==> src/sv/xmrg_pkg.sv <==
// Shared types and constants of the xorshift-multiply random generator.
package xmrg_pkg;

    // Stream widths: payload fields packed from bit 0, padded to whole bytes
    localparam int S_TDATA_W = 264;
    localparam int M_TDATA_W = 128;

    // Generator constants
    localparam logic [63:0] MIX_MASK   = 64'hEFB3_8A9C_0D39_F73A;
    localparam logic [63:0] MIX_MUL    = 64'd54477213871;
    localparam logic [63:0] STAR_MUL   = 64'h2545_F491_4F6C_DD1D;
    localparam logic [63:0] INIT_ADD   = 64'd993319;
    localparam logic [7:0]  MOD_PERIOD = 8'd100;
    localparam int          XS_SHIFT_A = 12;
    localparam int          XS_SHIFT_B = 25;
    localparam int          XS_SHIFT_C = 27;
    localparam int          INIT_SHIFT = 33;

    // Request kinds carried in the low bits of an input item
    typedef enum logic [1:0] {
        FUNC_DRAW   = 2'd0,
        FUNC_RESEED = 2'd1,
        FUNC_INIT   = 2'd2
    } func_t;

    // Sequencer states
    typedef enum logic [2:0] {
        ST_IDLE,
        ST_DECODE,
        ST_MOD,
        ST_MIX,
        ST_STAR,
        ST_XS,
        ST_DIV,
        ST_OUT
    } state_t;

endpackage

==> src/sv/xmrg_mul.sv <==
// Iterative 64x64 multiplier keeping the low 64 bits, one 16-bit digit per cycle.
module xmrg_mul (
    input  logic        aclk,
    input  logic        aresetn,
    input  logic        start,
    input  logic [63:0] a,
    input  logic [63:0] b,
    output logic        done,
    output logic [63:0] product
);
    import xmrg_pkg::*;

    localparam int DIGIT_W = 16;

    logic [63:0]          a_reg, b_reg, acc_reg;
    logic [1:0]           cnt_reg;
    logic                 busy_reg, done_reg;
    logic [DIGIT_W+63:0]  partial;

    // One partial product per cycle; the multiplicand moves up one digit
    assign partial = a_reg * b_reg[DIGIT_W-1:0];

    always_ff @(posedge aclk) begin
        if (!aresetn) begin
            busy_reg <= 1'b0;
            done_reg <= 1'b0;
            cnt_reg  <= '0;
        end else begin
            done_reg <= 1'b0;
            if (start) begin
                busy_reg <= 1'b1;
                cnt_reg  <= '0;
            end else if (busy_reg) begin
                cnt_reg <= cnt_reg + 2'd1;
                if (cnt_reg == 2'd3) begin
                    busy_reg <= 1'b0;
                    done_reg <= 1'b1;
                end
            end
        end
    end

    // Operands and accumulator
    always_ff @(posedge aclk) begin
        if (start) begin
            a_reg   <= a;
            b_reg   <= b;
            acc_reg <= '0;
        end else if (busy_reg) begin
            acc_reg <= acc_reg + partial[63:0];
            a_reg   <= {a_reg[63-DIGIT_W:0], {DIGIT_W{1'b0}}};
            b_reg   <= {{DIGIT_W{1'b0}}, b_reg[63:DIGIT_W]};
        end
    end

    assign done    = done_reg;
    assign product = acc_reg;

endmodule

==> src/sv/xmrg_mod100.sv <==
// Multiple-of-100 test on a 64-bit word by residue folding.
module xmrg_mod100 (
    input  logic        aclk,
    input  logic        aresetn,
    input  logic        start,
    input  logic [63:0] n,
    output logic        done,
    output logic        is_multiple
);
    import xmrg_pkg::*;

    // 2^20 is 1 and 2^10 is -1 modulo 25; 1025 is a multiple of 25 that keeps the
    // folded difference positive; 5243 / 2^17 sits just above 1/25
    localparam logic [11:0] FOLD_BIAS = 12'd1025;
    localparam logic [12:0] RECIP_25  = 13'd5243;
    localparam logic [11:0] DIV_25    = 12'd25;
    localparam int          RECIP_SH  = 17;

    logic [63:0] n_reg;
    logic [21:0] sum_reg, sum_next;
    logic [19:0] fold_reg, fold_next;
    logic [11:0] t_reg, t_next;
    logic [20:0] fold_part;
    logic [24:0] prod;
    logic [7:0]  quot;
    logic [11:0] rem;
    logic [1:0]  cnt_reg;
    logic        busy_reg, done_reg, multiple_reg;

    // Fold 20-bit chunks, fold again, fold 10-bit halves, then check the small residue
    always_comb begin
        sum_next  = 22'(n_reg[19:0]) + 22'(n_reg[39:20])
                  + 22'(n_reg[59:40]) + 22'(n_reg[63:60]);
        fold_part = 21'(sum_reg[19:0]) + 21'(sum_reg[21:20]);
        fold_next = fold_part[19:0] + 20'(fold_part[20]);
        t_next    = 12'(fold_reg[9:0]) + FOLD_BIAS - 12'(fold_reg[19:10]);
        prod      = 25'(t_reg) * 25'(RECIP_25);
        quot      = prod[24:RECIP_SH];
        rem       = t_reg - 12'(quot) * DIV_25;
    end

    always_ff @(posedge aclk) begin
        if (!aresetn) begin
            busy_reg <= 1'b0;
            done_reg <= 1'b0;
            cnt_reg  <= '0;
        end else begin
            done_reg <= 1'b0;
            if (start) begin
                busy_reg <= 1'b1;
                cnt_reg  <= '0;
            end else if (busy_reg) begin
                cnt_reg <= cnt_reg + 2'd1;
                if (cnt_reg == 2'd3) begin
                    busy_reg <= 1'b0;
                    done_reg <= 1'b1;
                end
            end
        end
    end

    // Hold the word, advance one folding stage per cycle
    always_ff @(posedge aclk) begin
        if (start) begin
            n_reg <= n;
        end else if (busy_reg) begin
            sum_reg      <= sum_next;
            fold_reg     <= fold_next;
            t_reg        <= t_next;
            multiple_reg <= (n_reg[1:0] == 2'd0) && (rem == 12'd0);
        end
    end

    assign done        = done_reg;
    assign is_multiple = multiple_reg;

endmodule

==> src/sv/xmrg_div.sv <==
// Radix-2 restoring remainder unit for 64-bit words, one bit per cycle.
module xmrg_div (
    input  logic        aclk,
    input  logic        aresetn,
    input  logic        start,
    input  logic [63:0] n,
    input  logic [63:0] d,
    output logic        done,
    output logic [63:0] remainder
);
    import xmrg_pkg::*;

    logic [63:0] n_reg, d_reg, rem_reg, rem_next;
    logic [5:0]  cnt_reg;
    logic        busy_reg, done_reg;
    logic [64:0] trial;

    // Shift in the next dividend bit, subtract the divisor when it fits
    always_comb begin
        trial = {rem_reg, n_reg[63]};
        if (trial >= {1'b0, d_reg}) begin
            trial = trial - {1'b0, d_reg};
        end
        rem_next = trial[63:0];
    end

    always_ff @(posedge aclk) begin
        if (!aresetn) begin
            busy_reg <= 1'b0;
            done_reg <= 1'b0;
            cnt_reg  <= '0;
        end else begin
            done_reg <= 1'b0;
            if (start) begin
                busy_reg <= 1'b1;
                cnt_reg  <= '0;
            end else if (busy_reg) begin
                cnt_reg <= cnt_reg + 6'd1;
                if (cnt_reg == 6'd63) begin
                    busy_reg <= 1'b0;
                    done_reg <= 1'b1;
                end
            end
        end
    end

    always_ff @(posedge aclk) begin
        if (start) begin
            n_reg   <= n;
            d_reg   <= d;
            rem_reg <= '0;
        end else if (busy_reg) begin
            n_reg   <= {n_reg[62:0], 1'b0};
            rem_reg <= rem_next;
        end
    end

    assign done      = done_reg;
    assign remainder = rem_reg;

endmodule

==> src/sv/xorshift_multiply_random_generator.sv <==
// Top level: sequencer and seed datapath of the xorshift-multiply random generator.
// Draw: decode, multiple-of-100 test, multiply, xorshift, remainder, output; the remainder
//   step is skipped when the span wraps to zero.
// Accept to next accept: a draw also waits out any output stall; unused codes end at decode.
// One item at a time; s_tready is high only while idle, and the result register lets
//   the next item in while a result waits. Synchronous reset clears seed, drops m_tvalid.
module xorshift_multiply_random_generator (
    input  logic                           aclk,
    input  logic                           aresetn,
    input  logic                           s_tvalid,
    output logic                           s_tready,
    // func[1:0], timestamp[65:2], value[129:66], range_start[193:130],
    // range_end[257:194], zero pad[263:258]
    input  logic [xmrg_pkg::S_TDATA_W-1:0] s_tdata,
    output logic                           m_tvalid,
    input  logic                           m_tready,
    // random_word[63:0], ranged_value[127:64]
    output logic [xmrg_pkg::M_TDATA_W-1:0] m_tdata
);
    import xmrg_pkg::*;

    state_t      state_reg, state_next;
    func_t       func_reg;
    logic [63:0] ts_reg, val_reg, start_reg, end_reg;
    logic [63:0] seed_reg, work_reg, ranged_reg;
    logic [63:0] out_word_reg, out_ranged_reg;
    logic        m_tvalid_reg;

    logic        accept, out_free, out_load;
    logic        mul_start, mul_done, mod_start, mod_done, mod_zero, div_start, div_done;
    logic [63:0] mul_a, mul_b, mul_res, div_rem, mix_w, xs_w, span;

    function automatic logic [63:0] xs_step(input logic [63:0] s);
        logic [63:0] t;
        t = s ^ (s >> XS_SHIFT_A);
        t = t ^ (t << XS_SHIFT_B);
        t = t ^ (t >> XS_SHIFT_C);
        return t;
    endfunction

    assign accept   = s_tvalid && s_tready;
    assign out_free = !m_tvalid_reg || m_tready;
    assign mix_w    = (~seed_reg & MIX_MASK) ^ mul_res;
    assign xs_w     = xs_step(work_reg);
    assign span     = end_reg - start_reg + 64'd1;

    // Shared units
    xmrg_mul u_mul (
        .aclk    (aclk),
        .aresetn (aresetn),
        .start   (mul_start),
        .a       (mul_a),
        .b       (mul_b),
        .done    (mul_done),
        .product (mul_res)
    );

    xmrg_mod100 u_mod100 (
        .aclk        (aclk),
        .aresetn     (aresetn),
        .start       (mod_start),
        .n           (seed_reg),
        .done        (mod_done),
        .is_multiple (mod_zero)
    );

    xmrg_div u_div (
        .aclk      (aclk),
        .aresetn   (aresetn),
        .start     (div_start),
        .n         (xs_w),
        .d         (span),
        .done      (div_done),
        .remainder (div_rem)
    );

    // Next state
    always_comb begin
        state_next = state_reg;
        unique case (state_reg)
            ST_IDLE: begin
                if (accept) state_next = ST_DECODE;
            end
            ST_DECODE: begin
                unique case (func_reg)
                    FUNC_DRAW:   state_next = ST_MOD;
                    FUNC_RESEED: state_next = ST_MIX;
                    FUNC_INIT:   state_next = ST_XS;
                    default:     state_next = ST_IDLE;
                endcase
            end
            ST_MOD: begin
                if (mod_done) state_next = mod_zero ? ST_MIX : ST_STAR;
            end
            ST_MIX: begin
                if (mul_done) state_next = (func_reg == FUNC_DRAW) ? ST_XS : ST_STAR;
            end
            ST_STAR: begin
                if (mul_done) state_next = (func_reg == FUNC_DRAW) ? ST_XS : ST_IDLE;
            end
            ST_XS: begin
                if (func_reg == FUNC_DRAW) begin
                    state_next = (span == 64'd0) ? ST_OUT : ST_DIV;
                end else begin
                    state_next = ST_STAR;
                end
            end
            ST_DIV: begin
                if (div_done) state_next = ST_OUT;
            end
            ST_OUT: begin
                if (out_free) state_next = ST_IDLE;
            end
            default: state_next = ST_IDLE;
        endcase
    end

    // Unit starts, operand selection, handshake
    always_comb begin
        s_tready  = 1'b0;
        mul_start = 1'b0;
        mul_a     = seed_reg;
        mul_b     = STAR_MUL;
        mod_start = 1'b0;
        div_start = 1'b0;
        out_load  = 1'b0;
        unique case (state_reg)
            ST_IDLE: s_tready = 1'b1;
            ST_DECODE: begin
                if (func_reg == FUNC_DRAW) begin
                    mod_start = 1'b1;
                end else if (func_reg == FUNC_RESEED) begin
                    mul_start = 1'b1;
                    mul_a     = val_reg + seed_reg;
                    mul_b     = MIX_MUL;
                end
            end
            ST_MOD: begin
                if (mod_done) begin
                    mul_start = 1'b1;
                    if (mod_zero) begin
                        mul_a = ts_reg + seed_reg;
                        mul_b = MIX_MUL;
                    end
                end
            end
            ST_MIX: begin
                if (mul_done && func_reg != FUNC_DRAW) begin
                    mul_start = 1'b1;
                    mul_a     = mix_w;
                end
            end
            ST_XS: begin
                if (func_reg == FUNC_DRAW) begin
                    div_start = (span != 64'd0);
                end else begin
                    mul_start = 1'b1;
                    mul_a     = xs_w;
                end
            end
            ST_OUT: out_load = out_free;
            default: ;
        endcase
    end

    // Control registers
    always_ff @(posedge aclk) begin
        if (!aresetn) begin
            state_reg    <= ST_IDLE;
            seed_reg     <= '0;
            m_tvalid_reg <= 1'b0;
        end else begin
            state_reg <= state_next;
            // Commit the new seed
            if (state_reg == ST_XS && func_reg == FUNC_DRAW) begin
                seed_reg <= xs_w;
            end else if (state_reg == ST_STAR && mul_done && func_reg != FUNC_DRAW) begin
                seed_reg <= mul_res;
            end
            // Hold the result until taken
            if (out_load) begin
                m_tvalid_reg <= 1'b1;
            end else if (m_tready) begin
                m_tvalid_reg <= 1'b0;
            end
        end
    end

    // Payload registers
    always_ff @(posedge aclk) begin
        if (accept) begin
            func_reg  <= func_t'(s_tdata[1:0]);
            ts_reg    <= s_tdata[65:2];
            val_reg   <= s_tdata[129:66];
            start_reg <= s_tdata[193:130];
            end_reg   <= s_tdata[257:194];
        end
        if (state_reg == ST_DECODE && func_reg == FUNC_INIT) begin
            work_reg <= ts_reg + INIT_ADD + (val_reg << INIT_SHIFT);
        end else if (state_reg == ST_MIX && mul_done && func_reg == FUNC_DRAW) begin
            work_reg <= mix_w;
        end else if (state_reg == ST_STAR && mul_done && func_reg == FUNC_DRAW) begin
            work_reg <= mul_res;
        end
        // Full-range draw passes the raw word through
        if (state_reg == ST_XS) begin
            ranged_reg <= xs_w;
        end else if (state_reg == ST_DIV && div_done) begin
            ranged_reg <= div_rem + start_reg;
        end
        if (out_load) begin
            out_word_reg   <= seed_reg;
            out_ranged_reg <= ranged_reg;
        end
    end

    assign m_tvalid = m_tvalid_reg;
    assign m_tdata  = {out_ranged_reg, out_word_reg};

endmodule

==> config.mk <==
export PLATFORM = sky130hd
export DESIGN_NAME = xorshift_multiply_random_generator
export DESIGN_NICKNAME = d
export VERILOG_FILES = /design/src/sv/xmrg_pkg.sv /design/src/sv/xmrg_mul.sv /design/src/sv/xmrg_mod100.sv /design/src/sv/xmrg_div.sv /design/src/sv/xorshift_multiply_random_generator.sv
export SDC_FILE = /design/constraint.sdc
export NUM_CORES = 2
export LEC_CHECK = 0
export BUFFER_PORTS_ARGS = -buffer_cell sky130_fd_sc_hd__buf_2
export CAP_MARGIN = 10
export CORE_UTILIZATION = 62
export CTS_CLUSTER_SIZE = 25
export DETAILED_ROUTE_END_ITERATION = 8
export GPL_TIMING_DRIVEN = 1
export PLACE_DENSITY = 0.8
export SLEW_MARGIN = 25
export SYNTH_ARGS = -nofsm -noshare
export SYNTH_HDL_FRONTEND = slang
export SYNTH_SLANG_ARGS = --single-unit
==> constraint.sdc <==
create_clock -name aclk -period 10.16 [get_ports aclk]
set_input_delay 2.54 -clock aclk [delete_from_list [all_inputs] [get_ports aclk]]
set_output_delay 2.54 -clock aclk [all_outputs]
set_load 0.005 [all_outputs]
# Yosys cells after proc, flatten, opt, wreduce, memory -nomap -nowiden
# Index checks and enable logic that the tools add are counted.
# W data, S select, Z words.
# classes
mux	65
n_lt_le_gt_ge	1
mul	3
addsub	20
n_reduce_logical	34
n_div	0
shift	0
bitwise	10
eq_ne	18
# op_table
operator	n
$mux W64	20
$add A64 B64 Y64	5
$pmux W64 S4	1
$mux W62	4
$sub A64 B64 Y64	2
$xor A64 B64 Y64	2
$pmux W62 S2	1
$ge A65 B64 Y1	1
$add A64 B1 Y64 const B	1
$add A64 B20 Y64 const B	1
$logic_not A64 Y1	1
$mul A64 B16 Y64	1
$not A64 Y64	1
$reduce_bool A64 Y1	1
$xor A64 B37 Y64	1
$xor A64 B52 Y64	1
$mux W1	27
$mul A12 B13 Y25 const B	1
$mux W3	8
$pmux W3 S8	1
$add A22 B20 Y22	1
$add A22 B4 Y22	1
$add A20 B2 Y21	1
$add A20 B20 Y21	1
31 further kinds	66
# totals
mem_bits_ro	0
latch_bits	0
ramBits	0
n_memories	0
reg_bits	1101

# Logic depth before layout (Yosys ltp)
# logic_depth
ltp_word	6
depth_mapped	37
ltp_nobuf	37

# By module
# From an unflattened synthesis, not the netlist that was laid out.
# unflattened
cells_unflattened	10430
hier_area_um2	100423.8
# modules_own_cells
module	seq_area_each_um2	area_per_inst_um2	cells_per_inst	instances
xorshift_multiply_random_generator	16796.1	41683.7	4326	1
xmrg_mul	5205.0	36412.4	3950	1
xmrg_div	5285.1	11787.6	1227	1
xmrg_mod100	3653.5	10540.1	927	1

# Worst setup path before layout
# No wires, ideal clock.
# synth_timing
path_kind	input to register
from	in s_tvalid
to	reg end_reg[0] (enable)
path_buffers	0
path_slack_ns	1.139
cell_stages	1
t_arrival_ns	8.370
setup_ns	0.651
t_required_ns	9.509
cell_sequence	and2_1
# synth_via
elab_chain_cells	1
# synth_rtl
item	line	text
start, declared	xorshift_multiply_random_generator.sv:10	input logic s_tvalid,
$logic_and A1 B1 Y1	xorshift_multiply_random_generator.sv:41	assign accept = s_tvalid && s_tready;
end signal, assigned	xorshift_multiply_random_generator.sv:196	end_reg <= s_tdata[257:194];
end, declared	xorshift_multiply_random_generator.sv:24	logic [63:0] ts_reg, val_reg, start_reg, end_reg;
# Every way passes these cells.
# A chain may end at the register's enable or synchronous reset.

# Worst setup path in the final report
# layout_timing
from	reg u_mod100.t_reg[6]
to	reg u_mod100.multiple_reg, in the netlist u_mod100.is_multiple, data pin
# layout_via
elab_chain_cells	5
# layout_rtl
item	line	text
start, declared	xmrg_mod100.sv:22	logic [11:0] t_reg, t_next;
start signal, assigned	xmrg_mod100.sv:69	t_reg <= t_next;
$mul A12 B13 Y25	xmrg_mod100.sv:37	prod = 25'(t_reg) * 25'(RECIP_25);
$mul A8 B5 Y12	xmrg_mod100.sv:39	rem = t_reg - 12'(quot) * DIV_25;
$sub A12 B12 Y12 (*)	xmrg_mod100.sv:39	
$logic_not A12 Y1 (*)	xmrg_mod100.sv:70	multiple_reg <= (n_reg[1:0] == 2'd0) && (rem == 12'd0);
$logic_and A1 B1 Y1 (*)	xmrg_mod100.sv:70	
end signal, assigned	xmrg_mod100.sv:70	
end, declared	xmrg_mod100.sv:28	logic busy_reg, done_reg, multiple_reg;
# Mark *: on every way between the ends. The rest lies on a longest branch, timed or not.

==> results.rst <==
.. list-table::
   :header-rows: 1

   * - Metric
     - Value
   * - Result of the run
     - finished with violations
   * - Violations in the final reports
     - design-rule violations
   * - Maximum fanout encountered on the critical timing path
     - 5
   * - Maximum clock skew at final layout
     - 0.0813 ns
   * - DRC violations left
     - 14
   * - Number of buffers inserted by port buffering
     - 391
   * - Ys Warns
     - 0
   * - Worst slew margin relative to its limit
     - 22.2%
   * - Overall track demand over capacity in global routing
     - 44.6%
   * - Setup repair after global routing missed its margin
     - false
   * - CTS Buf Count
     - 118
   * - Total area of multi-input combinational cells
     - 60300 um2
   * - Root Driver
     - clkbuf_16
   * - Final-report max-slew violation count
     - 0
   * - Nature of the critical path startpoint
     - flop
   * - Post-synth top area cell
     - edfxtp_1
   * - Hold Path Class
     - flop to flop
   * - Mean instance size in the synthesized netlist
     - 9.61 um2
   * - Final min period
     - 9.48 ns
   * - Area inside the core boundary
     - 154000 um2
   * - CP max stage cell
     - fa_1
   * - Storage cell area
     - 29700 um2
   * - Number of global-route vias before repair
     - 80687
   * - Largest net degree at the start of global routing
     - 136
   * - Routed via count divided by cell count
     - 6.41
   * - Routed via count
     - 79860
   * - Portion of synthesized cell area occupied by the leading cell type
     - 26.4%
   * - Pin slew with the least headroom to its limit
     - 1.17 ns
   * - Die area
     - 157000 um2
   * - Clock transition at the registers of the reported paths
     - 0.07 ns
   * - Prevailing post-synth register cell
     - edfxtp_1
   * - Share of the clock period used by the worst path
     - 93.3%
   * - Synth async-reset ratio
     - 0%
   * - Ratio of cells with drive above 1 in the final layout
     - 8.47%
   * - Max-Cap Viols
     - 0
   * - First-pass GRT wire length
     - 511000 um
   * - Drt first pass iters
     - 9
   * - Nets in the synthesized netlist
     - 11917
   * - Number of antenna violations at the first check in global routing
     - 26
   * - Detailed placement HPWL
     - 276000 um
   * - Final Routed Wirelength
     - 351000 um
   * - Maximum count of clock buffers along a single path
     - 3
   * - Most Frequent Cell on Critical Path
     - fa_1
   * - Most instantiated cells after synthesis
     - inv_1 (1392), nand2_1 (1046), fa_1 (883)
   * - Top cells by area in the synthesized netlist
     - edfxtp_1 (26%), fa_1 (18%), ha_1 (9.1%)
   * - Worst min-delay path startpoint
     - ranged_reg[33]
   * - IO Count
     - 398
   * - Post-synthesis sequential element count
     - 1060
   * - Setup Fix Bufs, Post-CTS
     - 0
   * - Maximum single-stage delay on the critical path
     - 0.61 ns
   * - Clock tree from TritonCTS
     - done
   * - Area of the mapped netlist
     - 96600 um2
   * - Count of instances resized after the clock tree is built
     - 0
   * - TritonCTS Sinks
     - 1060
   * - Element type at the critical path end
     - flop
   * - Leading cell type by number of instances after synthesis
     - inv_1
   * - Floorplan die height
     - 397 um
   * - Antenna Violating Nets Remaining
     - 0
   * - Max Freq
     - 105 MHz
   * - Layout-stage area growth over the synthesis result
     - 9.08%
   * - Congestion Overflow GR
     - 0
   * - Worst path required time
     - 10.80 ns
   * - Distinct cells, synth
     - 96
   * - WP data arrival
     - 10.12 ns
   * - Placer's final routability congestion estimate
     - 1.07
   * - Starting density of the core
     - 62.6%
   * - Number of buffers inserted by hold repair at cts
     - 0
   * - Routed WL per cell
     - 28.2 um
   * - Setup TNS Final
     - 0 ns
   * - Chip Width
     - 397 um
   * - Number of design-rule violations left by the first detailed-router iteration
     - 9798
   * - Worst skew pair latency
     - 0.85 ns
   * - Gate count after technology mapping
     - 10060
   * - Share of synthesized area occupied by flip-flops and latches
     - 30.7%
   * - Count of endpoints failing hold in the final timing report
     - 0
   * - Critical path origin
     - u_mod100.t_reg[6]
   * - Worst r2r src
     - u_mod100.t_reg[6]
   * - Setup CP Type
     - flop to flop
   * - Nets@finish
     - 12165
   * - Final setup violation count
     - 0
   * - Total number of H-tree levels
     - 3
   * - Number of rows in the core area
     - 144
   * - Number of synthesized flops with an enable pin
     - 848
   * - Layout filler cell count
     - 11374
[stage by stage]
stage | hold slack [ns] | instance area (um2) | cells | setup slack, ns | util, %
3_3_place_gp | 0.404 | 101000 | 12230 | 0.633 | 65.3
4_1_cts | 0.383 | 105000 | 12453 | 0.268 | 68.2
3_5_place_dp | 0.405 | 101000 | 12230 | 0.348 | 65.3
2_1_floorplan | 0.400 | 96600 | 10060 | 1.14 | -
6_report | 0.402 | 105000 | 12467 | 0.676 | 68.3
5_1_grt | 0.393 | 105000 | 12461 | 0.00784 | 68.3
[cell type report]
type / instances / share of cell area, %
well taps: 2044 / 2.43
flip-flops and latches: 1060 / 28.2
inverters: 1395 / 4.97
diodes: 12 / 0.0285
multi-input cells: 7193 / 57.2
repair buffers: 540 / 2.97
clock inverters: 88 / 1.20
clock buffers: 135 / 2.99
[path summary, 6_finish.rpt]
kind                          endpoint  slack [ns]  cells after the start
setup / recovery  u_mod100.is_multiple        0.68                     34
hold / removal      out_ranged_reg[33]        0.40                      0
setup reg to reg  u_mod100.is_multiple        0.68                     34
hold reg to reg     out_ranged_reg[33]        0.40                      0
[layer usage]
layer	routed length, um	part of all wire, %	track usage [%]
met1	124000	35	54.3
met2	155000	44	69.5
met3	40300	11	10.9
met4	31300	8.9	31.6
met5	107	0.030	0
[worst max-delay path: cells and delay by family (launching register included)]
family / cells / cell delay, ns
buf+inv: 5 / 0.37
compound gates: 13 / 2.76
fa+ha+maj: 10 / 4.52
flops: 1 / 0.55
xor+xnor: 1 / 0.23
simple gates: 5 / 0.91
[cells in the final DEF (no fill, tap or decap), drive strengths merged, types with 108 or more instances in the layout]
cell    count
edfxtp    848
inv      1407
clkbuf    135
xor2      234
nor2      596
dfxtp     212
ha        706
nand2    1046
o21ai     418
a21o      292
and2      364
nand3     108
a21oi     667
buf       540
fa        883
xnor2     462
[cell families (layout without fill, tap and decap cells)]
logic type	count (synthesis)	in the layout	synth area share, %
and+or+nand+nor	2628	2628	12.6
AOI/OAI and AO/OA	2141	2141	14.2
buffers and inverters	1807	2158	7.08
adders and majority gates	1590	1590	27.4
DFF	1060	1060	30.7
xor gates and xnor gates	696	696	6.31
muxes	138	138	1.63
other	0	12	0
Power is left out: the tool's default activity adds up to more than one toggle a clock period on the data nets, which glitch-free logic cannot reach.
